## config.mk

```make
export PLATFORM = sky130hd
export DESIGN_NAME = cara_fit
export DESIGN_NICKNAME = d
export VERILOG_FILES = /design/src/cara_pkg.sv /design/src/cara_fit.sv
export SDC_FILE = /design/constraint.sdc
export NUM_CORES = 1
export LEC_CHECK = 0
export BUFFER_PORTS_ARGS = -buffer_cell sky130_fd_sc_hd__buf_2
export CORE_MARGIN = 4
export CORE_UTILIZATION = 40
export DETAILED_ROUTE_END_ITERATION = 8
export PLACE_DENSITY = 0.72
export SLEW_MARGIN = 40
export SYNTH_ARGS = -nofsm -noshare
export SYNTH_HDL_FRONTEND = slang
export SYNTH_SLANG_ARGS = --single-unit
export TNS_END_PERCENT = 10
```

## constraint.sdc

```tcl
create_clock -name vclk -period 5.7
set_clock_uncertainty 0.2 [all_clocks]
set_input_delay 0.855 -clock vclk [all_inputs]
set_output_delay 0.855 -clock vclk [all_outputs]
set_load 0.05 [all_outputs]
```

## src/cara_pkg.sv

```systemverilog
package cara_pkg;

	// field widths
	localparam int ID_W      = 10;
	localparam int MEM_W     = 33;
	localparam int WORKER_W  = 4;
	localparam int NUMW_W    = 5;
	localparam int CFG_IDX_W = 2;

	// stream word widths, tdata padded to whole bytes
	localparam int S_TDATA_W = 48;
	localparam int M_TDATA_W = 8;
	localparam int M_TUSER_W = 2;

	// register indexes
	localparam logic [CFG_IDX_W-1:0] CFG_CAPACITY    = 2'd0;
	localparam logic [CFG_IDX_W-1:0] CFG_NUM_WORKERS = 2'd1;

	// register reset values
	localparam logic [MEM_W-1:0]  CAPACITY_RESET = 33'h1_0000_0000;
	localparam logic [NUMW_W-1:0] NUMW_RESET     = 5'd16;

	typedef enum logic [4:0] {
		ST_CLEAR  = 5'b00001,
		ST_IDLE   = 5'b00010,
		ST_LOOKUP = 5'b00100,
		ST_SCAN   = 5'b01000,
		ST_DONE   = 5'b10000
	} state_t;

	// result of the shared add and compare unit
	typedef struct packed {
		logic             fits;
		logic [MEM_W-1:0] sum;
	} fit_res_t;

endpackage

```

## src/cara_fit.sv

```systemverilog
module cara_fit
	import cara_pkg::*;
(
	input  logic [MEM_W-1:0] used,
	input  logic [MEM_W-1:0] req,
	input  logic [MEM_W-1:0] cap,
	output fit_res_t         res
);

	logic [MEM_W:0] sum_w;

	// one extra bit so that an overflowing sum never looks like a fit
	assign sum_w    = {1'b0, used} + {1'b0, req};
	assign res.fits = (sum_w <= {1'b0, cap});
	assign res.sum  = sum_w[MEM_W-1:0];

endmodule

```

==> out/results.ini <==
[status]
status=complete, no violations

[worst_setup_path]
crit_end=res[33]
cp-startpoint=req[0]
start_kind=primary input
arrival_ns=4.61
cp.required_ns=4.64
critPathKind=primary input to output port
path_cells=buf_6 -> ha_4 -> inv_2 -> fa_2 -> nand2b_4 -> a21o_1 -> a31oi_4 -> or3_4 -> nor2b_4 -> a31o_4 -> a21oi_4 -> xnor2_4 -> ha_4 -> nand4_1 -> nor4_2 -> and3_1 -> nand3_2 -> a21boi_2 -> a311o_1 -> a21oi_4 -> buf_8
cpPeakStageDelay_ns=0.38
cp_slowest_cell=or3_4
path_delay_family=simple AND/OR/NAND/NOR gates
path_max_fanout=3
crit_path_end_kind=output port
cp_num_buf_inv=3
path_depth=21

[die]
die_y_um=87.7
core_area_um2=6030
die_w_um=87.7
rows=28
start_util=0.422
pin_count=133
dieArea_um2=7690

[final_layout]
diodes=0
seq_cells=0
utilization=0.721
finalInstanceArea_um2=4340
fill_cells=479
clock_buffers=0
nets=713
area_growth_pct=71.0
ff_latch_area_um2=0
drive_gt1_frac=0.486

[logic_synthesis]
synth.avg_cell_area_um2=7.12
yosysUniqueCellTypes=51
synth_cells=357
syn_area_um2=2540
syn_nets=523
seq_area_frac_synth=0
synth.yosys.warnings=0

[route]
via_per_inst=5.30
wl_per_cell_um=13.9
drc_errors=0
dr.pass1.iters=4
routed_wl_um=8600
ant_nets=0
drt-initial-drc-count=74
vias=3286

[global_route]
antenna_found_initial=0
grt_pass1_wl_um=13400
grt_pass1_vias=3104
gr-usage-all-layers=0.209
grt-ovfl-total=0
grt_max_degree=8

[clock_network]
hold_buffers=0

[timing]
final_max_slew_viol_count=0
tightest_slew_ns=0.538
rsz0062_at_grt=yes
min_period_ns=5.66
timing.hold.ws_ns=1.96
max_freq_ghz=0.177
finalHoldViolCount=0
period_share=0.993
slew_headroom=0.640
setup_viol=0

[power_and_ir_drop]
p_leak_nw=2.34
power_density_nw_per_um2=185
peakVddDrop_mv=0.135

[placement]
hpwlAfterDp_um=7460
gp_congestion=0.928
place_area_um2=4020
port_buffers=133

[job]
maxCapViolCount=0

[hold_path]
min_path_type=primary input to output port

## final cells by class
cell class / count / area (um2) / area share
multi-input cells: 304 / 2930 / 0.675
well taps: 75 / 93.8 / 0.0216
repair buffers: 192 / 1130 / 0.261
inverters: 49 / 184 / 0.0423
## layout by cell type, fill, tap and decap left out, drive strengths merged, types with 3 or more instances in the layout
cell type    n
and3         3
nand4       10
nor3        10
a211oi       4
o211ai       6
a21o        24
or3          3
o21a         4
a211o        3
nand2       15
o21bai       4
nor2b        4
xor2         4
nor2        30
inv         49
xnor2       23
nand3        3
a21oi       37
a31oi        4
ha          66
o31ai        3
nor4         3
o21ai       17
buf        192
## how the worst min path moves through the flow
stage | from | to | slack (ns) | cells past startpoint
finish | used[0] | res[0] | 1.96 | 3
global route | used[0] | res[0] | 1.97 | 3
CTS | req[0] | res[0] | 1.97 | 3
detailed placement | req[0] | res[0] | 1.97 | 3
global placement | req[0] | res[0] | 1.97 | 3
floorplan | req[16] | res[16] | 1.82 | 2
## report_power, final
group	switching [mW]	internal, mW
clock network	0	0
logic	0.479	0.326
registers	0	0
## kinds of logic (layout without fill, tap and decap cells)
kind of cell / count (synthesis) / count (layout) / share of synthesized area
mux: 1 / 1 / 0.00394
xor+xnor: 27 / 27 / 0.0931
simple gates: 89 / 89 / 0.175
compound gates: 120 / 120 / 0.313
buf+inv: 53 / 241 / 0.0822
fa+ha+maj: 67 / 67 / 0.333
## layer usage
metal,track usage,vias up,wire length (um)
met5,0,-,0
li1,-,1686,-
met3,0.00376,0,448
met1,0.271,1516,3710
met2,0.403,84,4440
met4,0.00418,0,0
## cell usage after synthesis, types with 2 or more instances
| library cell | n | area share |
|---|---|---|
| a21o_1 | 23 | 0.068 |
| nand3_1 | 3 | 0.0059 |
| nand2b_1 | 2 | 0.0049 |
| o2111ai_1 | 2 | 0.0069 |
| nor2b_1 | 4 | 0.0098 |
| and2_1 | 2 | 0.0049 |
| and3_1 | 3 | 0.0074 |
| xnor2_1 | 23 | 0.079 |
| ha_1 | 66 | 0.32 |
| nor4_1 | 2 | 0.0049 |
| o211ai_1 | 5 | 0.015 |
| inv_1 | 49 | 0.072 |
| or3_1 | 3 | 0.0074 |
| or2_2 | 2 | 0.0049 |
| o21ai_0 | 16 | 0.032 |
| a211oi_1 | 4 | 0.012 |
| o22ai_1 | 2 | 0.0049 |
| nand4_1 | 10 | 0.025 |
| a221o_1 | 2 | 0.0079 |
| o21a_1 | 4 | 0.012 |
| xor2_1 | 4 | 0.014 |
| nor3_1 | 9 | 0.018 |
| nand2_1 | 15 | 0.022 |
| nor2_1 | 30 | 0.044 |
| o31ai_1 | 2 | 0.0059 |
| a31oi_1 | 4 | 0.0098 |
| o21bai_1 | 4 | 0.012 |
| a21oi_1 | 37 | 0.073 |
| a211o_1 | 3 | 0.010 |
## through the flow
step                      instances  power, mW  TNS, ns  setup WS (ns)
after global routing            620      0.865   -0.123         -0.123
after CTS                       616      0.787        0         0.0150
after detailed placement        613      0.753   -0.329         -0.329
after global placement          613      0.743   -0.227         -0.227
after floorplan                 357      0.538        0        0.00313
final                           620      0.805        0         0.0371
## what timing repair did
action                     in CTS  in global routing
resized for setup              31                 21
pin swaps                      24                 26
setup buffers                   3                  4
setup endpoints to repair       1                  1
gates cloned                    0                  0
Note: power is estimated with default switching activity, not from simulation.
