--- config.mk ---
export PLATFORM = sky130hd
export DESIGN_NAME = cara_ram
export DESIGN_NICKNAME = d
export VERILOG_FILES = /design/src/cara_ram.sv
export SDC_FILE = /design/constraint.sdc
export NUM_CORES = 1
export LEC_CHECK = 0
export ABC_CLOCK_PERIOD_IN_PS = 4900
export BUFFER_PORTS_ARGS = -buffer_cell sky130_fd_sc_hd__buf_2
export CORE_UTILIZATION = 50
export CTS_BUF_LIST = sky130_fd_sc_hd__clkbuf_4
export DETAILED_ROUTE_END_ITERATION = 16
export GPL_TIMING_DRIVEN = 0
export HOLD_SLACK_MARGIN = 0.05
export PLACE_DENSITY = 0.67
export SYNTH_ARGS = -nofsm -noshare
export SYNTH_HDL_FRONTEND = slang
export SYNTH_SLANG_ARGS = --single-unit
--- constraint.sdc ---
create_clock -name clk -period 4.9 [get_ports clk]
set_input_delay 0.98 -clock clk [delete_from_list [all_inputs] [get_ports clk]]
set_output_delay 0.98 -clock clk [all_outputs]
set_load 0.02 [all_outputs]
--- src/cara_ram.sv ---
module cara_ram #(
	parameter int WIDTH = 8,
	parameter int DEPTH = 16
) (
	input  logic                                  clk,
	input  logic                                  we,
	input  logic [(DEPTH > 1 ? $clog2(DEPTH) : 1)-1:0] waddr,
	input  logic [WIDTH-1:0]                      wdata,
	input  logic                                  re,
	input  logic [(DEPTH > 1 ? $clog2(DEPTH) : 1)-1:0] raddr,
	output logic [WIDTH-1:0]                      rdata
);

	logic [WIDTH-1:0] mem [DEPTH];

	always_ff @(posedge clk) begin
		if (we) begin
			mem[waddr] <= wdata;
		end
		if (re) begin
			rdata <= mem[raddr];
		end
	end

endmodule

==> results.txt, run 1 <==
Status - complete, no violations
Largest family of logic cells by synthesized area - multiplexers
Synth warn - 0
Top sig layer - met4
Die W - 104 um
Die height - 104 um
Initial drt markers - 119
Final Wtd Congestion - 0.715
Slew Viols, Final - 0
Antenna viol nets, final - 0
Number of global-route vias before repair - 2443
Met1 wire length - 4220 um
Clk_lat worst skew - 0.53 ns
PD cells - 366 nW/um^2
Final worst slack - 2.43 ns
Min Tclk post-route - 2.47 ns
Post-Synth Simple-Gate Area - 3.14%
CTS tree - built
Peak supply drop - 190 uV
Nets - 292
Final critical-path share of the clock period - 50.4%
Routed WL - 9540 um
# diodes - 0
# Max-Cap Violations - 0
HPWL Detailed - 6120 um
Dominant cells by area after synthesis - edfxtp_1 (78%), mux4_2 (7.8%), mux4_1 (7.0%)
Post-layout util - 58.1%
Fillers - 735
Pre-CTS setup slack - 1.86 ns
Synth area leader - edfxtp_1
Setup TNS - 0 ns
Largest net degree at the start of global routing - 17
I/O pin cnt - 27
Adder-cell area share of the yosys netlist - 0%
Via density - 5.74
RSZ-0062 raised after global routing - no
HP Class - flip-flop to flip-flop
Final setup viols - 0
Mapped cell area - 5230 um^2
Post-CTS resize count - 0
Area grow syn2layout - 10.6%
Met2 wire length - 4830 um
Post-synth ARST share - 0%
Worst Tran Pin Value - 1.30 ns
Die Area - 10900 um^2
DR vias - 2404
Final Hold Fails - 0
Avg Synthesized Cell Area - 22.8 um^2
Starting density of the core - 52.5%
Global route overflow - 0
Count of cell types in the netlist - 18
Post-synthesis mux area share - 14.8%
#FFs+latches synth - 136
Switching Share - 21.9%
Clock transition at the registers of the reported paths - 0.10 ns
Row count - 36
Post-Syn Nets - 248
Seq pwr share - 62.1%
Leakage - 1.89 nW
# clock sinks - 136
Fmax - 405 MHz
WL/cell - 22.8 um
H-tree Lvls - 4
Hold_buf cts - 0
Critical path required time - 5.04 ns
Xor/xnor share of the synthesized area - 0%
CTS buffer count - 17
Core ar. - 9950 um^2
Combinational share of power - 6.1%
Synth Area in Compound Gates - 2.30%
DR DRC count - 0
Crit Path Category - input pin to flip-flop
Switching power - 463 uW
Post-CTS Setup Repair Bufs - 0
Number of enable flip-flop cells after synthesis - 136
Most numerous cell in the Yosys netlist - edfxtp_1
Critical Path AT - 2.61 ns
Rel. slew slack - 12.6%
Max Root-Sink Buffers - 2
I/O Buffers - 25
Critical path launch point type - input pin
Cell count after synthesis - 229
Primary FF master, synth - edfxtp_1
Met3 Routed Length - 388 um
First-pass GRT wire length - 14400 um
Pre-Repair DR Iteration Count - 4
Pint - 1.65 mW
Clock Power Share - 31.8%
Clock Skews - 0.0102 ns
Share of layout cells above drive strength 1 - 29.0%
Tot GR Track Use - 19.5%
R2R setup slack - 3.29 ns
Sequential cell area fraction in the yosys report - 78.1%
CP endpoint kind - flip-flop
Initial antenna violation count - 0
Share of Yosys cell area claimed by the top area cell type - 78.1%
Root buf cell - clkbuf_4
CP Max Fanout - 8
Post-synth top cells - edfxtp_1 (136), mux4_2 (18), a22oi_1 (16)
-- state kept, by name, indices dropped and copies added (netlist names) --
| register | count |
|---|---|
| mem | 128 |
| rdata | 8 |
-- critical path, stage by stage --
cell and delay, ns:
buf_2 0.11, or3b_2 0.53, nor3_1 0.99
-- cell families (layout without fill, tap and decap cells) --
logic type	count (synthesis)	count (layout)
multiplexers	32	32
flip-flops	136	136
AND/OR/NAND/NOR	35	35
buffers and inverters	10	67
AO/OA/AOI/OAI	16	16
-- per-stage QoR --
stage | power (mW) | cells | cell area (um^2) | hold slack [ns]
floorplan | 1.41 | 229 | 5230 | 0.705
global placement | 1.46 | 387 | 5520 | 0.733
detailed placement | 1.47 | 387 | 5520 | 0.744
CTS | 2.13 | 419 | 5780 | 0.771
global route | 2.19 | 419 | 5780 | 0.777
finish | 2.11 | 419 | 5780 | 0.765
-- worst paths after layout --
check                                 from        end  cells past startpoint
worst max-delay path              waddr[2]  mem[0][7]                      3
worst max register to register   mem[5][0]   rdata[0]                      3
worst min register to register  mem[11][4]   rdata[4]                      3
worst min-delay path            mem[11][4]   rdata[4]                      3
-- layout make-up --
type,count,area (um^2),area share (%)
Timing Repair Buffer,25,125,2.16
Clock inverter,15,136,2.36
Sequential cell,136,4080,70.6
Buffer,10,86.3,1.49
Clock buffer,17,128,2.21
Tap cell,133,166,2.88
Multi-Input combinational cell,83,1060,18.3
-- placed cells by master (no fill, tap or decap) --
master	synthesis	layout
nor3_1	4	4
a22oi_1	16	16
nor2_1	13	13
clkinv_4	0	2
buf_4	1	1
nand3_1	1	1
buf_2	3	28
clkbuf_4	0	17
clkinvlp_4	0	3
buf_6	3	3
edfxtp_1	136	136
and2b_1	1	1
clkinv_2	0	5
clkinv_1	0	3
nand3b_1	2	2
and2_1	1	1
mux4_1	14	14
clkdlybuf4s25_2	3	3
nand2b_1	2	2
mux4_2	18	18
nor2b_1	1	1
nand2_1	9	9
bufinv_16	0	2
or3b_2	1	1
-- per-layer routing --
layer	vias up	GRT usage (%)
li1	1075	-
met1	1255	26.6
met2	66	30.6
met3	8	5.20
met4	0	7.35
met5	-	0
-- power by group through the flow --
stage / Combinational [mW] / Clock [mW] / Sequential [mW]
floorplan: 0.0661 / 0 / 1.35
global placement: 0.126 / 0 / 1.34
detailed placement: 0.129 / 0 / 1.34
CTS: 0.130 / 0.687 / 1.31
global route: 0.138 / 0.735 / 1.32
finish: 0.128 / 0.672 / 1.31
Power figures use the tool's default switching activity.
==> run 2: changes to the inputs <==
ABC_CLOCK_PERIOD_IN_PS = 2000   (was 4900)
PLACE_DENSITY = 0.7   (was 0.67)
clock period = 2 ns   (was 4.9 ns; I/O delays follow)
==> run 2 against run 1 <==
  * Flip-flop and latch count unchanged
  * Global-route usage down 0.98 points
  * Via count down 1.5%
  * Critical path type unchanged
==> results.txt, run 2 (same netlist as run 1, synthesis figures left out) <==
DR vias - 2367
Area grow syn2layout - 11.7%
GR peak layer - met2
DR DRC count - 0
Root buf cell - clkbuf_4
Critical Path AT - 1.76 ns
Die height - 104 um
Pre-Repair DR Iteration Count - 4
Max reg flops - 128
RSZ-0062 raised after global routing - no
Seq pwr share - 59.5%
Switching power - 1.10 mW
Final Hold Fails - 0
First-pass GRT wire length - 13700 um
CP Max Fanout - 8
Number of global-route vias before repair - 2366
Max Root-Sink Buffers - 2
Commonest non-fill, non-tap cells in the layout - edfxtp_1 (136), buf_2 (28), mux4_2 (18), clkbuf_4 (18), a22oi_1 (16)
CP Cell Sequence - buf_2 > nand3b_1 > nor3_1
Post-CTS resize count - 0
Die Area - 10900 um^2
PD cells - 926 nW/um^2
Rel. slew slack - 16.2%
I/O pin cnt - 27
Min Tclk post-route - 1.64 ns
Crit Path Category - input pin to flip-flop
HP Class - input pin to flip-flop
Slew Viols, Final - 0
Initial antenna violation count - 0
CP endpoint kind - flip-flop
Via density - 5.64
Switching Share - 20.4%
Nets - 293
H-tree Lvls - 4
Hold_ws - 0.245 ns
HPWL Detailed - 5870 um
Critical path launch point type - input pin
# diodes - 0
Clock Power Share - 34.8%
Pint - 4.30 mW
Slowest CP cell - nor3_1
Routed WL - 9050 um
Post-CTS Setup Repair Bufs - 0
Met3 usage - 5.45%
Final setup viols - 0
Worst Tran Pin Value - 1.25 ns
CTS tree - built
Placed insts - 387
Met1 usage - 22.9%
I/O Buffers - 25
Clock Skews - 0.0203 ns
Hold_buf cts - 0
Combinational share of power - 5.7%
Status - complete, no violations
Row count - 36
Regs by FF count - mem x128, rdata x8
Clock transition at the registers of the reported paths - 0.12 ns
Peak supply drop - 501 uV
Critical path required time - 2.12 ns
Most common cell after layout, fill and taps aside - edfxtp_1
WL/cell - 21.5 um
Die W - 104 um
Critical Path Max Stage Delay - 0.99 ns
Core ar. - 9950 um^2
Fmax - 611 MHz
Final worst slack - 0.365 ns
Pre-CTS setup slack - -0.495 ns
Antenna viol nets, final - 0
Setup TNS - 0 ns
Share of layout cells above drive strength 1 - 29.6%
# Max-Cap Violations - 0
Final Wtd Congestion - 0.720
GR Util met2 - 30.5%
Tot GR Track Use - 18.6%
Leakage - 1.92 nW
CTS buffer count - 17
Starting density of the core - 52.5%
Largest net degree at the start of global routing - 17
Clk_lat worst skew - 0.50 ns
Final Non-Filler Cells - 420
Largest register by flop count - mem
Final critical-path share of the clock period - 81.8%
Initial drt markers - 261
# clock sinks - 136
Global route overflow - 0
==> run 2: power groups by stage <==
stage | combinational (mW) | clock, mW | sequential [mW]
2_1_floorplan | 0.162 | 0 | 3.30
3_3_place_gp | 0.306 | 0 | 3.28
3_5_place_dp | 0.313 | 0 | 3.29
4_1_cts | 0.314 | 1.92 | 3.22
5_1_grt | 0.332 | 2.04 | 3.22
6_report | 0.308 | 1.88 | 3.22
==> run 2: worst paths after layout <==
path / endpoint / depth (start not counted) / from / slack (ns)
worst max-delay path: mem[8][0] / 3 / waddr[2] / 0.36
worst min-delay path: rdata[3] / 1 / re / 0.24
worst max register to register: rdata[3] / 3 / mem[5][3] / 0.46
worst min register to register: rdata[0] / 3 / mem[14][0] / 0.75
==> run 2: cell type report <==
type | instances | area, um^2
fill | 727 | 4120
sequential | 136 | 4080
multi-input combinational | 83 | 1060
clock inverter | 15 | 184
tap | 133 | 166
timing repair buffer | 26 | 133
clock buffer | 17 | 128
buffer | 10 | 86.3
==> run 2: critical path, delay by kind of cell <==
family,cells,cell delay [ns]
simple gates,2,1.24
buf+inv,1,0.11
==> run 2: per-stage QoR <==
stage	area, um^2	util, %	power, mW
3_5_place_dp	5520	55.4	3.60
4_1_cts	5830	58.6	5.45
5_1_grt	5840	58.6	5.59
3_3_place_gp	5520	55.4	3.59
6_report	5840	58.6	5.41
2_1_floorplan	5230	-	3.46
==> run 2: metal layers <==
| metal | up-vias | routed length, um |
|---|---|---|
| met5 | - | 0 |
| met1 | 1201 | 3720 |
| li1 | 1083 | - |
| met3 | 5 | 565 |
| met2 | 78 | 4700 |
| met4 | 0 | 64 |
==> run 3: changes to the inputs <==
ABC_AREA = 1   (was not set)
ABC_CLOCK_PERIOD_IN_PS = 1300   (was 2000)
clock period = 1.3 ns   (was 2 ns; I/O delays follow)
==> run 3 against run 2 <==
  * The flow now finishes with violations (setup timing)
  * Routed wire length up 49%
  * Clock power up 50%
  * First-iteration DRC count up 67%
  * Register-to-register slack worse by 0.33 ns
  * Sequential power up 54%
  * Clock-buffer cell count unchanged
  * Sequential share of layout area down 7.0 points
  * Global-route usage up 6.2 points
  * Core utilization down 1.8 points
  * Critical path type is now flip-flop to output port
  * Largest cell class unchanged
==> results.txt, run 3 <==
Status - finished with violations
Failing checks - setup timing
H-tree Lvls - 4
Crit Path Category - flip-flop to output port
Initial drt markers - 435
DR DRC count - 0
Final Hold Fails - 0
First-pass GRT wire length - 20700 um
Tot GR Track Use - 24.8%
Clock transition at the registers of the reported paths - 0.12 ns
Post-synth ARST share - 0%
Clk_lat worst skew - 0.55 ns
WL/cell - 18.0 um
Number of buffers and inverters on the critical path - 1
Share of Yosys cell area claimed by the top area cell type - 69.8%
FF+latch area - 4080 um^2
Critical path launch point type - flip-flop
Clock Power Share - 33.3%
Peak supply drop - 654 uV
Max Root-Sink Buffers - 2
Final Non-Filler Cells - 749
Critical Path Max Stage Delay - 0.40 ns
# diodes - 0
Primary FF master, synth - edfxtp_1
Max reg flops - 128
Antenna viol nets, final - 0
Min Tclk post-route - 1.36 ns
# Max-Cap Violations - 0
Count of cell types in the netlist - 11
Die height - 110 um
Final Wtd Congestion - 0.896
Seq pwr share - 58.6%
Slew Viols, Final - 0
Switching Share - 23.9%
Placed insts - 717
Routed WL - 13500 um
Post-Synth Simple-Gate Area - 20.8%
Area grow syn2layout - 11.0%
Largest family of logic cells by synthesized area - simple AND/OR/NAND/NOR gates
Avg Synthesized Cell Area - 10.6 um^2
Dominant cells by area after synthesis - edfxtp_1 (70%), nand2_1 (11%), nand3_1 (8.3%)
Post-synthesis mux area share - 0%
Slowest CP cell - edfxtp_1
Worst Tran Pin Value - 0.917 ns
Synth area leader - edfxtp_1
Starting density of the core - 51.2%
Synth Area in Compound Gates - 0%
#FFs+latches synth - 136
I/O Buffers - 23
Fillers - 1003
CP Max Fanout - 1
PD cells - 1300 nW/um^2
Number of enable flip-flop cells after synthesis - 136
Leakage - 2.79 nW
Largest register by flop count - mem
Xor/xnor share of the synthesized area - 0%
I/O pin cnt - 27
Final critical-path share of the clock period - 105%
Regs by FF count - mem x128, rdata x8
Cell count after synthesis - 551
Die Area - 12100 um^2
HP Class - input pin to flip-flop
Critical Path AT - 1.10 ns
Number of global-route vias before repair - 3730
Post-Syn Nets - 570
Clock Skews - 0.0140 ns
Critical path required time - 1.04 ns
Core ar. - 11400 um^2
Pre-Repair DR Iteration Count - 5
RSZ-0062 raised after global routing - yes
Root buf cell - clkbuf_4
Row count - 39
Adder-cell area share of the yosys netlist - 0%
Sequential cell area fraction in the yosys report - 69.8%
Combinational share of power - 8.0%
Die W - 110 um
Largest net degree at the start of global routing - 17
CP Cell Sequence - buf_6
Most numerous cell in the Yosys netlist - nand2_1
Initial antenna violation count - 0
CP endpoint kind - output port
Pint - 6.44 mW
Global route overflow - 0
Family with the most delay on the worst path - flip-flops
Final setup viols - 8
DR vias - 3919
Synth warn - 0
Switching power - 2.02 mW
# clock sinks - 136
CTS tree - built
Final worst slack - -0.0602 ns
HPWL Detailed - 8990 um
Via density - 5.23
Total chip power - 8.46 mW
Mapped cell area - 5850 um^2
Most common cell after layout, fill and taps aside - nand2_1
Nets - 613
Fmax - 735 MHz
Share of layout cells above drive strength 1 - 12.5%
Post-synth top cells - nand2_1 (173), edfxtp_1 (136), inv_1 (100)
Post-CTS Setup Repair Bufs - 0
Post-layout util - 56.8%
Rel. slew slack - 38.7%
CTS buffer count - 17
Commonest non-fill, non-tap cells in the layout - nand2_1 (173), edfxtp_1 (136), inv_1 (100), nand3_1 (97), buf_2 (28)
Area of the multi-input gates - 1210 um^2
## run 3: cell count changes in the layout (fill, tap and decap cells not counted), sizes merged, moves of 2 or more
cell / before / now
nor3: 4 / 0
nand2b: 2 / 0
nor2: 13 / 17
buf: 32 / 47
nand3: 1 / 97
clkdlybuf4s25: 3 / 0
mux4: 32 / 0
a22oi: 16 / 0
inv: 0 / 102
nand2: 9 / 173
## run 3: area by class of cell
type | count | area share (%)
multi-input combinational | 289 | 18.7
clock inverter | 14 | 2.45
clock buffer | 17 | 1.97
sequential | 136 | 63.0
tap | 143 | 2.76
timing repair buffer | 24 | 2.70
buffer | 24 | 2.57
inverter | 102 | 5.90
## run 3: timing repair
item	CTS	global route
hold buffers	1	0
gates resized for setup	2	14
hold endpoints to repair	8	0
setup endpoints to repair	8	8
## run 3: final timing paths
path / from / end / slack, ns / depth (start not counted)
hold / removal: wdata[7] / mem[8][7] / 0.11 / 1
hold reg to reg: mem[13][0] / rdata[0] / 0.81 / 6
setup reg to reg: mem[14][1] / rdata[1] / 0.13 / 6
setup / recovery: rdata[6] / rdata[6] / -0.06 / 1
## run 3: layer usage
metal	vias up	global-route usage, %	wire length (um)
met5	-	0	0
met4	0	11.5	357
met3	29	5.76	1150
met2	193	37.1	6120
met1	1829	34.5	5880
li1	1868	-	-
## run 3: power groups by stage
stage / registers, mW / clock network (mW) / logic [mW]
floorplan: 5.08 / 0 / 0.346
global route: 4.97 / 3.00 / 0.742
finish: 4.96 / 2.82 / 0.680
detailed placement: 5.06 / 0 / 0.644
CTS: 4.96 / 2.84 / 0.653
global placement: 5.05 / 0 / 0.633
## run 3: kinds of logic (layout without fill, tap and decap cells)
logic type | Yosys count | after routing
buf+inv | 126 | 181
flops | 136 | 136
simple gates | 289 | 289
## run 3: through the flow
stage	hold slack (ns)	TNS, ns	setup WS (ns)	cell area (um^2)
after detailed placement	0.619	-43.54	-0.448	6140
after CTS	0.106	-0.571	-0.0809	6440
after floorplan	0.359	0	0.0892	5850
final	0.109	-0.422	-0.0602	6490
after global placement	0.587	-39.66	-0.422	6140
after global routing	0.106	-0.812	-0.128	6490
